===== config.mk =====
export PLATFORM = sky130hd
export DESIGN_NAME = rotate_scale_rgb565_blitter
export DESIGN_NICKNAME = d
export VERILOG_FILES = /design/src/rtl/rsb_pkg.sv /design/src/rtl/rotate_scale_rgb565_blitter.sv /design/src/rtl/rsb_front.sv /design/src/rtl/rsb_cmd_queue.sv /design/src/rtl/rsb_back.sv
export SDC_FILE = /design/constraint.sdc
export NUM_CORES = 2
export LEC_CHECK = 0
export ABC_CLOCK_PERIOD_IN_PS = 12100
export BUFFER_PORTS_ARGS = -buffer_cell sky130_fd_sc_hd__buf_2
export CORE_MARGIN = 3
export CORE_UTILIZATION = 45
export CTS_CLUSTER_DIAMETER = 80
export DETAILED_ROUTE_END_ITERATION = 8
export PLACE_DENSITY = 0.72
export SYNTH_ARGS = -nofsm -noshare
export SYNTH_HDL_FRONTEND = slang
export SYNTH_SLANG_ARGS = --single-unit

===== constraint.sdc =====
create_clock -name clk -period 12.1 [get_ports clk]
set_clock_uncertainty 0.1 [all_clocks]
set_input_delay 3.025 -clock clk [delete_from_list [all_inputs] [get_ports clk]]
set_output_delay 3.025 -clock clk [all_outputs]
set_load 0.005 [all_outputs]

===== src/rtl/rsb_pkg.sv =====
// ----------------------------------------------------------------------------
// rsb_pkg
// Types, constants and helpers of the rotate/scale RGB565 blitter.
// ----------------------------------------------------------------------------
`default_nettype none

package rsb_pkg;

  localparam int MAX_DIM   = 4096;
  localparam int DIM_BITS  = $clog2(MAX_DIM);      // counters and coordinates
  localparam int DIMW      = DIM_BITS + 1;         // holds MAX_DIM itself
  localparam int ADDR_BITS = 24;
  localparam int ACC_BITS  = 28;
  localparam int FRAC_BITS = 16;
  localparam int STRIDE_W  = 15;

  localparam int CMD_DEPTH = 4;
  localparam int CMD_PTR_W = $clog2(CMD_DEPTH);
  localparam int CMD_CNT_W = $clog2(CMD_DEPTH + 1);
  localparam int OUT_DEPTH = 4;
  localparam int OUT_PTR_W = $clog2(OUT_DEPTH);
  localparam int OUT_CNT_W = $clog2(OUT_DEPTH + 1);

  localparam int CFG_IDX_W  = 3;
  localparam int CFG_DATA_W = 28;

  typedef enum logic [CFG_IDX_W-1:0] {
    CFG_SRC_WIDTH   = 3'd0,
    CFG_SRC_HEIGHT  = 3'd1,
    CFG_ROTATION    = 3'd2,
    CFG_INV_SCALE   = 3'd3,
    CFG_DISP_WIDTH  = 3'd4,
    CFG_DISP_HEIGHT = 3'd5,
    CFG_DEST_BASE   = 3'd6,
    CFG_LINE_STRIDE = 3'd7
  } cfg_idx_t;

  typedef enum logic [1:0] {
    ROT_0   = 2'd0,
    ROT_90  = 2'd1,
    ROT_180 = 2'd2,
    ROT_270 = 2'd3
  } rot_t;

  typedef enum logic {
    OP_START = 1'b0,
    OP_PIXEL = 1'b1
  } opcode_t;

  typedef struct packed {
    logic [12:0]           src_width;
    logic [12:0]           src_height;
    rot_t                  rotation;
    logic [ACC_BITS-1:0]   inv_scale_q16;
    logic [12:0]           disp_width;
    logic [12:0]           disp_height;
    logic [ADDR_BITS-1:0]  dest_base;
    logic [STRIDE_W-1:0]   line_stride;
  } cfg_t;

  typedef struct packed {
    logic       opcode;
    logic [7:0] red;
    logic [7:0] green;
    logic [7:0] blue;
  } in_item_t;

  typedef struct packed {
    logic                 write_valid;
    logic [ADDR_BITS-1:0] write_offset;
    logic [15:0]          color;
    logic                 fetch_valid;
    logic [ADDR_BITS-1:0] fetch_index;
    logic                 frame_done;
  } out_item_t;

  // walker command: everything but the source index, which the back end builds
  typedef struct packed {
    logic                 write_valid;
    logic [ADDR_BITS-1:0] write_offset;
    logic [15:0]          color;
    logic                 fetch_valid;
    logic [DIM_BITS-1:0]  tx;
    logic [DIM_BITS-1:0]  ty;
    logic                 frame_done;
  } cmd_t;

  typedef struct packed {
    logic full;
    logic empty;
  } q_status_t;

  // force a dimension register into 1..MAX_DIM
  function automatic logic [DIMW-1:0] clamp_dim(input logic [12:0] v);
    logic [DIMW-1:0] r;
    if (v == 13'd0) begin
      r = DIMW'(1);
    end else if ({1'b0, v} > 14'(MAX_DIM)) begin
      r = DIMW'(MAX_DIM);
    end else begin
      r = DIMW'(v);
    end
    return r;
  endfunction

endpackage

`default_nettype wire


===== src/rtl/rotate_scale_rgb565_blitter.sv =====
// ----------------------------------------------------------------------------
// rotate_scale_rgb565_blitter
// Nearest-neighbor rotate/scale blitter from RGB888 source to RGB565 target.
// ----------------------------------------------------------------------------
// Usage:
//   Program the window, scale, rotation and framebuffer placement through the
//   cfg channel (valid/ready, always ready) while no transaction is pending.
//   Push a start item (opcode 0) to begin a frame; its result carries the
//   first source fetch index. Answer each fetch with a pixel item (opcode 1)
//   carrying that pixel's RGB888 bytes; its result carries the framebuffer
//   write and the next fetch, or frame_done on the last pixel.
//   Every accepted item yields exactly one result on the pop side.
// Timing:
//   One item per cycle sustained while the pop side keeps up. A result passes
//   through the command queue, the rotate stage and the row-times-width
//   multiply stage before it reaches the result queue.
//   A stalled pop side fills the four-entry result queue, then the
//   four-entry command queue, and then full goes high.
// Reset:
//   Synchronous, active low. Queues empty, no frame active, registers at
//   their default values (1x1 window, unit scale, no rotation).
// ----------------------------------------------------------------------------
`default_nettype none

module rotate_scale_rgb565_blitter (
  input  wire logic                                clk,
  input  wire logic                                rst_n,
  input  wire logic                                push,
  output logic                                     full,
  input  wire rsb_pkg::in_item_t                   in_data,
  output logic                                     empty,
  input  wire logic                                pop,
  output rsb_pkg::out_item_t                       out_data,
  input  wire logic                                cfg_valid,
  output logic                                     cfg_ready,
  input  wire logic [rsb_pkg::CFG_IDX_W-1:0]       cfg_index,
  input  wire logic [rsb_pkg::CFG_DATA_W-1:0]      cfg_data
);

  rsb_pkg::cfg_t      cfg_r;
  rsb_pkg::cmd_t      front_cmd, queue_cmd;
  rsb_pkg::q_status_t cmd_status;
  logic               front_push, back_pop, in_accept;

  assign cfg_ready = 1'b1;
  assign full      = cmd_status.full;
  assign in_accept = push && !cmd_status.full;

  always_ff @(posedge clk) begin
    if (!rst_n) begin
      cfg_r.src_width     <= 13'd1;
      cfg_r.src_height    <= 13'd1;
      cfg_r.rotation      <= rsb_pkg::ROT_0;
      cfg_r.inv_scale_q16 <= rsb_pkg::ACC_BITS'(65536);
      cfg_r.disp_width    <= 13'd1;
      cfg_r.disp_height   <= 13'd1;
      cfg_r.dest_base     <= '0;
      cfg_r.line_stride   <= rsb_pkg::STRIDE_W'(2);
    end else if (cfg_valid && cfg_ready) begin
      unique case (rsb_pkg::cfg_idx_t'(cfg_index))
        rsb_pkg::CFG_SRC_WIDTH:   cfg_r.src_width     <= cfg_data[12:0];
        rsb_pkg::CFG_SRC_HEIGHT:  cfg_r.src_height    <= cfg_data[12:0];
        rsb_pkg::CFG_ROTATION:    cfg_r.rotation      <= rsb_pkg::rot_t'(cfg_data[1:0]);
        rsb_pkg::CFG_INV_SCALE:   cfg_r.inv_scale_q16 <= cfg_data[rsb_pkg::ACC_BITS-1:0];
        rsb_pkg::CFG_DISP_WIDTH:  cfg_r.disp_width    <= cfg_data[12:0];
        rsb_pkg::CFG_DISP_HEIGHT: cfg_r.disp_height   <= cfg_data[12:0];
        rsb_pkg::CFG_DEST_BASE:   cfg_r.dest_base     <= cfg_data[rsb_pkg::ADDR_BITS-1:0];
        rsb_pkg::CFG_LINE_STRIDE: cfg_r.line_stride   <= cfg_data[rsb_pkg::STRIDE_W-1:0];
        default: ;
      endcase
    end
  end

  rsb_front u_front (
    .clk       (clk),
    .rst_n     (rst_n),
    .cfg       (cfg_r),
    .in_accept (in_accept),
    .in_item   (in_data),
    .cmd       (front_cmd),
    .cmd_push  (front_push)
  );

  rsb_cmd_queue u_cmd_queue (
    .clk       (clk),
    .rst_n     (rst_n),
    .push      (front_push),
    .push_data (front_cmd),
    .pop       (back_pop),
    .pop_data  (queue_cmd),
    .status    (cmd_status)
  );

  rsb_back u_back (
    .clk        (clk),
    .rst_n      (rst_n),
    .cfg        (cfg_r),
    .cmd_status (cmd_status),
    .cmd        (queue_cmd),
    .cmd_pop    (back_pop),
    .out_empty  (empty),
    .out_pop    (pop),
    .out_item   (out_data)
  );

endmodule

`default_nettype wire


===== src/rtl/rsb_front.sv =====
// ----------------------------------------------------------------------------
// rsb_front
// Raster walker: accepts items, steps position and source accumulators and
// emits one command per item into the command queue.
// ----------------------------------------------------------------------------
`default_nettype none

module rsb_front (
  input  wire logic              clk,
  input  wire logic              rst_n,
  input  wire rsb_pkg::cfg_t     cfg,
  input  wire logic              in_accept,
  input  wire rsb_pkg::in_item_t in_item,
  output rsb_pkg::cmd_t          cmd,
  output logic                   cmd_push
);

  logic [rsb_pkg::DIM_BITS-1:0]  col_count_r, col_count_nxt;
  logic [rsb_pkg::DIM_BITS-1:0]  row_count_r, row_count_nxt;
  logic [rsb_pkg::ACC_BITS-1:0]  src_col_acc_r, src_col_acc_nxt;
  logic [rsb_pkg::ACC_BITS-1:0]  src_row_acc_r, src_row_acc_nxt;
  logic [rsb_pkg::ADDR_BITS-1:0] row_offset_r, row_offset_nxt;
  logic                          frame_active_r, frame_active_nxt;

  logic [rsb_pkg::DIMW-1:0]      disp_w, disp_h;
  logic [rsb_pkg::DIMW-1:0]      col_inc, row_inc;
  logic [rsb_pkg::ACC_BITS:0]    col_sum, row_sum;

  assign disp_w  = rsb_pkg::clamp_dim(cfg.disp_width);
  assign disp_h  = rsb_pkg::clamp_dim(cfg.disp_height);
  assign col_inc = {1'b0, col_count_r} + rsb_pkg::DIMW'(1);
  assign row_inc = {1'b0, row_count_r} + rsb_pkg::DIMW'(1);
  assign col_sum = {1'b0, src_col_acc_r} + {1'b0, cfg.inv_scale_q16};
  assign row_sum = {1'b0, src_row_acc_r} + {1'b0, cfg.inv_scale_q16};

  always_comb begin
    col_count_nxt    = col_count_r;
    row_count_nxt    = row_count_r;
    src_col_acc_nxt  = src_col_acc_r;
    src_row_acc_nxt  = src_row_acc_r;
    row_offset_nxt   = row_offset_r;
    frame_active_nxt = frame_active_r;
    cmd              = '0;
    cmd_push         = in_accept;

    if (in_accept) begin
      if (rsb_pkg::opcode_t'(in_item.opcode) == rsb_pkg::OP_START) begin
        col_count_nxt    = '0;
        row_count_nxt    = '0;
        src_col_acc_nxt  = '0;
        src_row_acc_nxt  = '0;
        row_offset_nxt   = cfg.dest_base;
        frame_active_nxt = 1'b1;
        cmd.fetch_valid  = 1'b1;
      end else if (frame_active_r) begin
        cmd.write_valid  = 1'b1;
        cmd.write_offset = row_offset_r +
                           rsb_pkg::ADDR_BITS'({col_count_r, 1'b0});
        cmd.color        = {in_item.red[7:3], in_item.green[7:2], in_item.blue[7:3]};
        cmd.fetch_valid  = 1'b1;
        if (col_inc < disp_w) begin
          col_count_nxt   = col_inc[rsb_pkg::DIM_BITS-1:0];
          // saturate at the top of the Q12.16 range
          src_col_acc_nxt = col_sum[rsb_pkg::ACC_BITS] ? '1
                                                       : col_sum[rsb_pkg::ACC_BITS-1:0];
        end else if (row_inc < disp_h) begin
          col_count_nxt   = '0;
          src_col_acc_nxt = '0;
          row_count_nxt   = row_inc[rsb_pkg::DIM_BITS-1:0];
          src_row_acc_nxt = row_sum[rsb_pkg::ACC_BITS] ? '1
                                                       : row_sum[rsb_pkg::ACC_BITS-1:0];
          row_offset_nxt  = row_offset_r + rsb_pkg::ADDR_BITS'(cfg.line_stride);
        end else begin
          frame_active_nxt = 1'b0;
          cmd.fetch_valid  = 1'b0;
          cmd.frame_done   = 1'b1;
        end
      end
      cmd.tx = src_col_acc_nxt[rsb_pkg::ACC_BITS-1 -: rsb_pkg::DIM_BITS];
      cmd.ty = src_row_acc_nxt[rsb_pkg::ACC_BITS-1 -: rsb_pkg::DIM_BITS];
    end
  end

  always_ff @(posedge clk) begin
    if (!rst_n) begin
      col_count_r    <= '0;
      row_count_r    <= '0;
      src_col_acc_r  <= '0;
      src_row_acc_r  <= '0;
      row_offset_r   <= '0;
      frame_active_r <= 1'b0;
    end else begin
      col_count_r    <= col_count_nxt;
      row_count_r    <= row_count_nxt;
      src_col_acc_r  <= src_col_acc_nxt;
      src_row_acc_r  <= src_row_acc_nxt;
      row_offset_r   <= row_offset_nxt;
      frame_active_r <= frame_active_nxt;
    end
  end

endmodule

`default_nettype wire


===== src/rtl/rsb_cmd_queue.sv =====
// ----------------------------------------------------------------------------
// rsb_cmd_queue
// Short FIFO of walker commands between the front and the back end.
// ----------------------------------------------------------------------------
`default_nettype none

module rsb_cmd_queue (
  input  wire logic           clk,
  input  wire logic           rst_n,
  input  wire logic           push,
  input  wire rsb_pkg::cmd_t  push_data,
  input  wire logic           pop,
  output rsb_pkg::cmd_t       pop_data,
  output rsb_pkg::q_status_t  status
);

  rsb_pkg::cmd_t                 mem_r [rsb_pkg::CMD_DEPTH];
  logic [rsb_pkg::CMD_PTR_W-1:0] wr_ptr_r, rd_ptr_r;
  logic [rsb_pkg::CMD_CNT_W-1:0] count_r, count_nxt;

  assign status.full  = (count_r == rsb_pkg::CMD_CNT_W'(rsb_pkg::CMD_DEPTH));
  assign status.empty = (count_r == '0);
  assign pop_data     = mem_r[rd_ptr_r];

  always_comb begin
    count_nxt = count_r;
    if (push && !pop) begin
      count_nxt = count_r + rsb_pkg::CMD_CNT_W'(1);
    end else if (pop && !push) begin
      count_nxt = count_r - rsb_pkg::CMD_CNT_W'(1);
    end
  end

  always_ff @(posedge clk) begin
    if (push) begin
      mem_r[wr_ptr_r] <= push_data;
    end
  end

  always_ff @(posedge clk) begin
    if (!rst_n) begin
      wr_ptr_r <= '0;
      rd_ptr_r <= '0;
      count_r  <= '0;
    end else begin
      if (push) begin
        wr_ptr_r <= wr_ptr_r + rsb_pkg::CMD_PTR_W'(1);
      end
      if (pop) begin
        rd_ptr_r <= rd_ptr_r + rsb_pkg::CMD_PTR_W'(1);
      end
      count_r <= count_nxt;
    end
  end

endmodule

`default_nettype wire


===== src/rtl/rsb_back.sv =====
// ----------------------------------------------------------------------------
// rsb_back
// Source index pipeline: clamp and rotate the coordinates, multiply the row
// by the source width, add the column and queue the finished result.
// ----------------------------------------------------------------------------
`default_nettype none

module rsb_back (
  input  wire logic               clk,
  input  wire logic               rst_n,
  input  wire rsb_pkg::cfg_t      cfg,
  input  wire rsb_pkg::q_status_t cmd_status,
  input  wire rsb_pkg::cmd_t      cmd,
  output logic                    cmd_pop,
  output logic                    out_empty,
  input  wire logic               out_pop,
  output rsb_pkg::out_item_t      out_item
);

  localparam int DB = rsb_pkg::DIM_BITS;
  localparam int DW = rsb_pkg::DIMW;
  localparam int AB = rsb_pkg::ADDR_BITS;

  // stage 1: rotated coordinates
  logic                 s1_v_r;
  rsb_pkg::cmd_t        s1_cmd_r;
  logic [DB-1:0]        s1_row_r, s1_col_r;
  logic [DW-1:0]        s1_w_r;
  // stage 2: row product
  logic                 s2_v_r;
  rsb_pkg::cmd_t        s2_cmd_r;
  logic [DB+DW-1:0]     s2_prod_r;
  logic [DB-1:0]        s2_col_r;

  logic [DW-1:0]        w, h, tw, th, w_m1, h_m1, tw_m1, th_m1;
  logic [DB-1:0]        txc, tyc, row, col;
  logic                 quarter;

  rsb_pkg::out_item_t            oq_r [rsb_pkg::OUT_DEPTH];
  rsb_pkg::out_item_t            oq_wdata;
  logic [rsb_pkg::OUT_PTR_W-1:0] oq_wr_r, oq_rd_r;
  logic [rsb_pkg::OUT_CNT_W-1:0] oq_cnt_r, oq_cnt_nxt;
  logic [rsb_pkg::OUT_CNT_W:0]   committed;
  logic                          oq_push, oq_pop;

  assign w       = rsb_pkg::clamp_dim(cfg.src_width);
  assign h       = rsb_pkg::clamp_dim(cfg.src_height);
  assign quarter = cfg.rotation[0];
  assign tw      = quarter ? h : w;
  assign th      = quarter ? w : h;
  assign w_m1    = w - DW'(1);
  assign h_m1    = h - DW'(1);
  assign tw_m1   = tw - DW'(1);
  assign th_m1   = th - DW'(1);
  assign txc     = ({1'b0, cmd.tx} > tw_m1) ? tw_m1[DB-1:0] : cmd.tx;
  assign tyc     = ({1'b0, cmd.ty} > th_m1) ? th_m1[DB-1:0] : cmd.ty;

  always_comb begin
    unique case (cfg.rotation)
      rsb_pkg::ROT_90: begin
        col = tyc;
        row = h_m1[DB-1:0] - txc;
      end
      rsb_pkg::ROT_180: begin
        col = w_m1[DB-1:0] - txc;
        row = h_m1[DB-1:0] - tyc;
      end
      rsb_pkg::ROT_270: begin
        col = w_m1[DB-1:0] - tyc;
        row = txc;
      end
      default: begin
        col = txc;
        row = tyc;
      end
    endcase
  end

  // reserve an output slot for every item in flight before taking another
  assign committed = {1'b0, oq_cnt_r} + (rsb_pkg::OUT_CNT_W+1)'(s1_v_r)
                   + (rsb_pkg::OUT_CNT_W+1)'(s2_v_r);
  assign cmd_pop   = !cmd_status.empty &&
                     (committed < (rsb_pkg::OUT_CNT_W+1)'(rsb_pkg::OUT_DEPTH));

  always_ff @(posedge clk) begin
    if (cmd_pop) begin
      s1_cmd_r <= cmd;
      s1_row_r <= cmd.fetch_valid ? row : '0;
      s1_col_r <= cmd.fetch_valid ? col : '0;
      s1_w_r   <= w;
    end
    if (s1_v_r) begin
      s2_cmd_r  <= s1_cmd_r;
      s2_prod_r <= (DB+DW)'(s1_row_r) * (DB+DW)'(s1_w_r);
      s2_col_r  <= s1_col_r;
    end
  end

  always_comb begin
    oq_wdata.write_valid  = s2_cmd_r.write_valid;
    oq_wdata.write_offset = s2_cmd_r.write_offset;
    oq_wdata.color        = s2_cmd_r.color;
    oq_wdata.fetch_valid  = s2_cmd_r.fetch_valid;
    oq_wdata.fetch_index  = s2_prod_r[AB-1:0] + AB'(s2_col_r);
    oq_wdata.frame_done   = s2_cmd_r.frame_done;
  end

  assign oq_push   = s2_v_r;
  assign oq_pop    = out_pop && !out_empty;
  assign out_empty = (oq_cnt_r == '0);
  assign out_item  = oq_r[oq_rd_r];

  always_comb begin
    oq_cnt_nxt = oq_cnt_r;
    if (oq_push && !oq_pop) begin
      oq_cnt_nxt = oq_cnt_r + rsb_pkg::OUT_CNT_W'(1);
    end else if (oq_pop && !oq_push) begin
      oq_cnt_nxt = oq_cnt_r - rsb_pkg::OUT_CNT_W'(1);
    end
  end

  always_ff @(posedge clk) begin
    if (oq_push) begin
      oq_r[oq_wr_r] <= oq_wdata;
    end
  end

  always_ff @(posedge clk) begin
    if (!rst_n) begin
      s1_v_r   <= 1'b0;
      s2_v_r   <= 1'b0;
      oq_wr_r  <= '0;
      oq_rd_r  <= '0;
      oq_cnt_r <= '0;
    end else begin
      s1_v_r <= cmd_pop;
      s2_v_r <= s1_v_r;
      if (oq_push) begin
        oq_wr_r <= oq_wr_r + rsb_pkg::OUT_PTR_W'(1);
      end
      if (oq_pop) begin
        oq_rd_r <= oq_rd_r + rsb_pkg::OUT_PTR_W'(1);
      end
      oq_cnt_r <= oq_cnt_nxt;
    end
  end

endmodule

`default_nettype wire


==> reports/results.ini <==
[outcome]
status=completed

[clocking]
clkLatencyLatePin_ps=670
postCtsResizedCells=0
cts_setup_buffers=0
cts.clk_slew.worst_paths_ps=60
ctsHoldBuffers=0
numCtsBuffers=92
cts_tree=yes
clock-sinks=941
clockRootBuffer=clkbuf_16
h-tree-depth=3
clk_path_buf_depth=3

[timing]
maxSlewViolCount=0
slew_headroom_pct=16.8
final_hold_viol_count=0
worst_pin_slew_ps=1250
timing.fmax_mhz=122
rsz0062_at_grt=false
fin_crit_ps=8210
setup_tns_ps=0
fin_ws_ps=3890
setup_viol=0
holdWs_ps=313
period_share_pct=67.9

[grt]
grt_antenna_before_repair=4
use_met1_pct=26.6
gr-total-overflow=0
grtUsageMet2_pct=32.7
grt_usage_pct=19.5
busiest_layer=met2
grt_first_pass_wirelength_um=173000
grt_pass1_vias=30900
grt_max_degree=98
grt_use_met3_pct=3.16

[final_layout]
final_cell_mix=edfxtp_1, nand2_1, a21oi_1
nFillCells=9065
syn_to_final_growth_pct=10.3
drive_above_1_share_pct=11.6
layout_commonest_cell=edfxtp_1
nets=4583
layout.cells.non_filler=5629

[die]
io_pins=131
initial_core_util_pct=45.6
core-area_sq_um=106000
row_count=119
dieArea_sq_um=111000
dieWidth_um=334
die-height_um=334

[routing]
ant_nets=0
drt_iter0_drc=2261
vias=31500
drc=0
first_pass_iters=8
wirelength_um=110000
wl_per_cell_um=19.5
viasPerCell=5.60

[place]
io_buffers=121
hpwlAfterDp_um=74800
dpl.cell_count=5462
place_ws_ps=4080
place.gp.congestion=0.922

[worst_setup_path]
slowest_stage=nor4_1
crit_required_ps=12390
cp.arrival_ps=8500
crit_top_cell=a21oi_1
crit_type=reg -> reg
critPathMaxStageDelay_ps=670
critPathMaxFanout=8
start_kind=register
worst_setup_path_end_kind=register

[logic_synthesis]
yosysTopAreaCellShare_pct=43.1
synth-edff-count=695
ys_types=88
synthTopCellsByArea=edfxtp_1, dfxtp_1, mux4_2
synth_top_area_cell=edfxtp_1
syn_area_sq_um=48400
synthCells=4099
yosysWarnings=0
ys_seq_elements=941
ys.flop_type=edfxtp_1
synth_seq_area_share_pct=53.3
synth_fp_nets=4517
avgSynthCellArea_sq_um=11.8
async_reset_ff_share_pct=0

[power_and_ir_drop]
p_leak_nw=19.9
p_total_w=0.0147
ir_worst_vdd_v=0.000505
power.density_nw_per_um2=276

[job]
cap_viol_max_count=0

[hold_path]
hold_class=reg -> reg

[flip-flops by register name (all words and copies together) (netlist names), 3 cells and up, named ones only]
register               cells
cfg_r                    121
u_back.oq_cnt_r            3
u_back.oq_r              268
u_back.oq_wdata           43
u_back.s1_cmd_r           43
u_back.s1_col_r           12
u_back.s1_row_r           12
u_back.s1_w_r             13
u_back.s2_col_r           12
u_back.s2_prod_r          24
u_cmd_queue.count_r        3
u_cmd_queue.mem_r        268
u_front.col_count_r       12
u_front.row_count_r       12
u_front.row_offset_r      24
u_front.src_col_acc_r     28
u_front.src_row_acc_r     28
[Yosys cell counts, drive strengths merged (37+ instances only)]
cell / number
fa: 118
dfxtp: 246
o21ai: 162
ha: 239
a21o: 37
and2: 90
mux2i: 45
clkbuf: 150
a21oi: 290
nor3: 62
nor2b: 41
nor2: 273
xor2: 65
xnor2: 116
nand2: 570
nand3: 57
a211oi: 53
edfxtp: 695
mux4: 133
inv: 226
[cell type report]
cell class              count  area, sq um  area share, %
inverters                 227          857           1.61
flip-flops and latches    941        25800           48.4
clock buffers             120         2490           4.66
clock inverters            46          563           1.05
diodes                      1         2.50        0.00469
multi-input cells        2745        21000           39.4
repair buffers            158          883           1.65
well taps                1391         1740           3.26
[critical path, delay by kind of cell, from the launching register on]
kind                       cells  cell delay [ps]
DFF                            1              390
AOI/OAI and AO/OA             15             3120
muxes                          2              730
buffers and inverters          2              350
xor gates and xnor gates       1              260
adders and majority gates      2              540
and+or+nand+nor                8             2460
[power breakdown]
| group | internal (W) | switching [W] |
|---|---|---|
| clock | 0.00166 | 0.00121 |
| sequential | 0.00448 | 0.000401 |
| combinational | 0.00317 | 0.00380 |
[through the flow]
| step | utilization (%) | cell area, sq um |
|---|---|---|
| final | 50.4 | 53400 |
| after global routing | 50.4 | 53400 |
| after CTS | 50.4 | 53400 |
| after detailed placement | 47.5 | 50300 |
| after global placement | 47.5 | 50300 |
| after floorplan | - | 48400 |
[cells by family after synthesis]
logic type               count (synthesis)  share of synthesized area, %
other                                    1                       0.00775
flip-flops                             941                          53.3
multiplexers                           198                          7.65
AO/OA/AOI/OAI                          734                          9.39
AND/OR/NAND/NOR                       1273                          12.0
XOR/XNOR                               182                          3.32
adder cells (fa/ha/maj)                357                          11.1
buffers and inverters                  413                          3.28
[per-layer routing]
layer  share of wire, %  vias to the layer above  wire (um)
li1                   -                    14900          -
met1                 44                    15600      47900
met2                 48                      863      52800
met3                5.9                      158       6480
met4                2.2                        4       2410
met5              0.023                        -         25
[worst paths after layout]
path / from / endpoint / slack, ps / depth (start not counted)
setup / recovery: cfg_r[100] / u_back.s1_row_r[11] / 3890 / 30
hold / removal: u_back.s1_cmd_r[26] / u_back.oq_wdata[26] / 310 / 0
setup reg to reg: cfg_r[100] / u_back.s1_row_r[11] / 3890 / 30
hold reg to reg: u_back.s1_cmd_r[26] / u_back.oq_wdata[26] / 310 / 0
No activity file was read; power rests on OpenSTA's default activity.
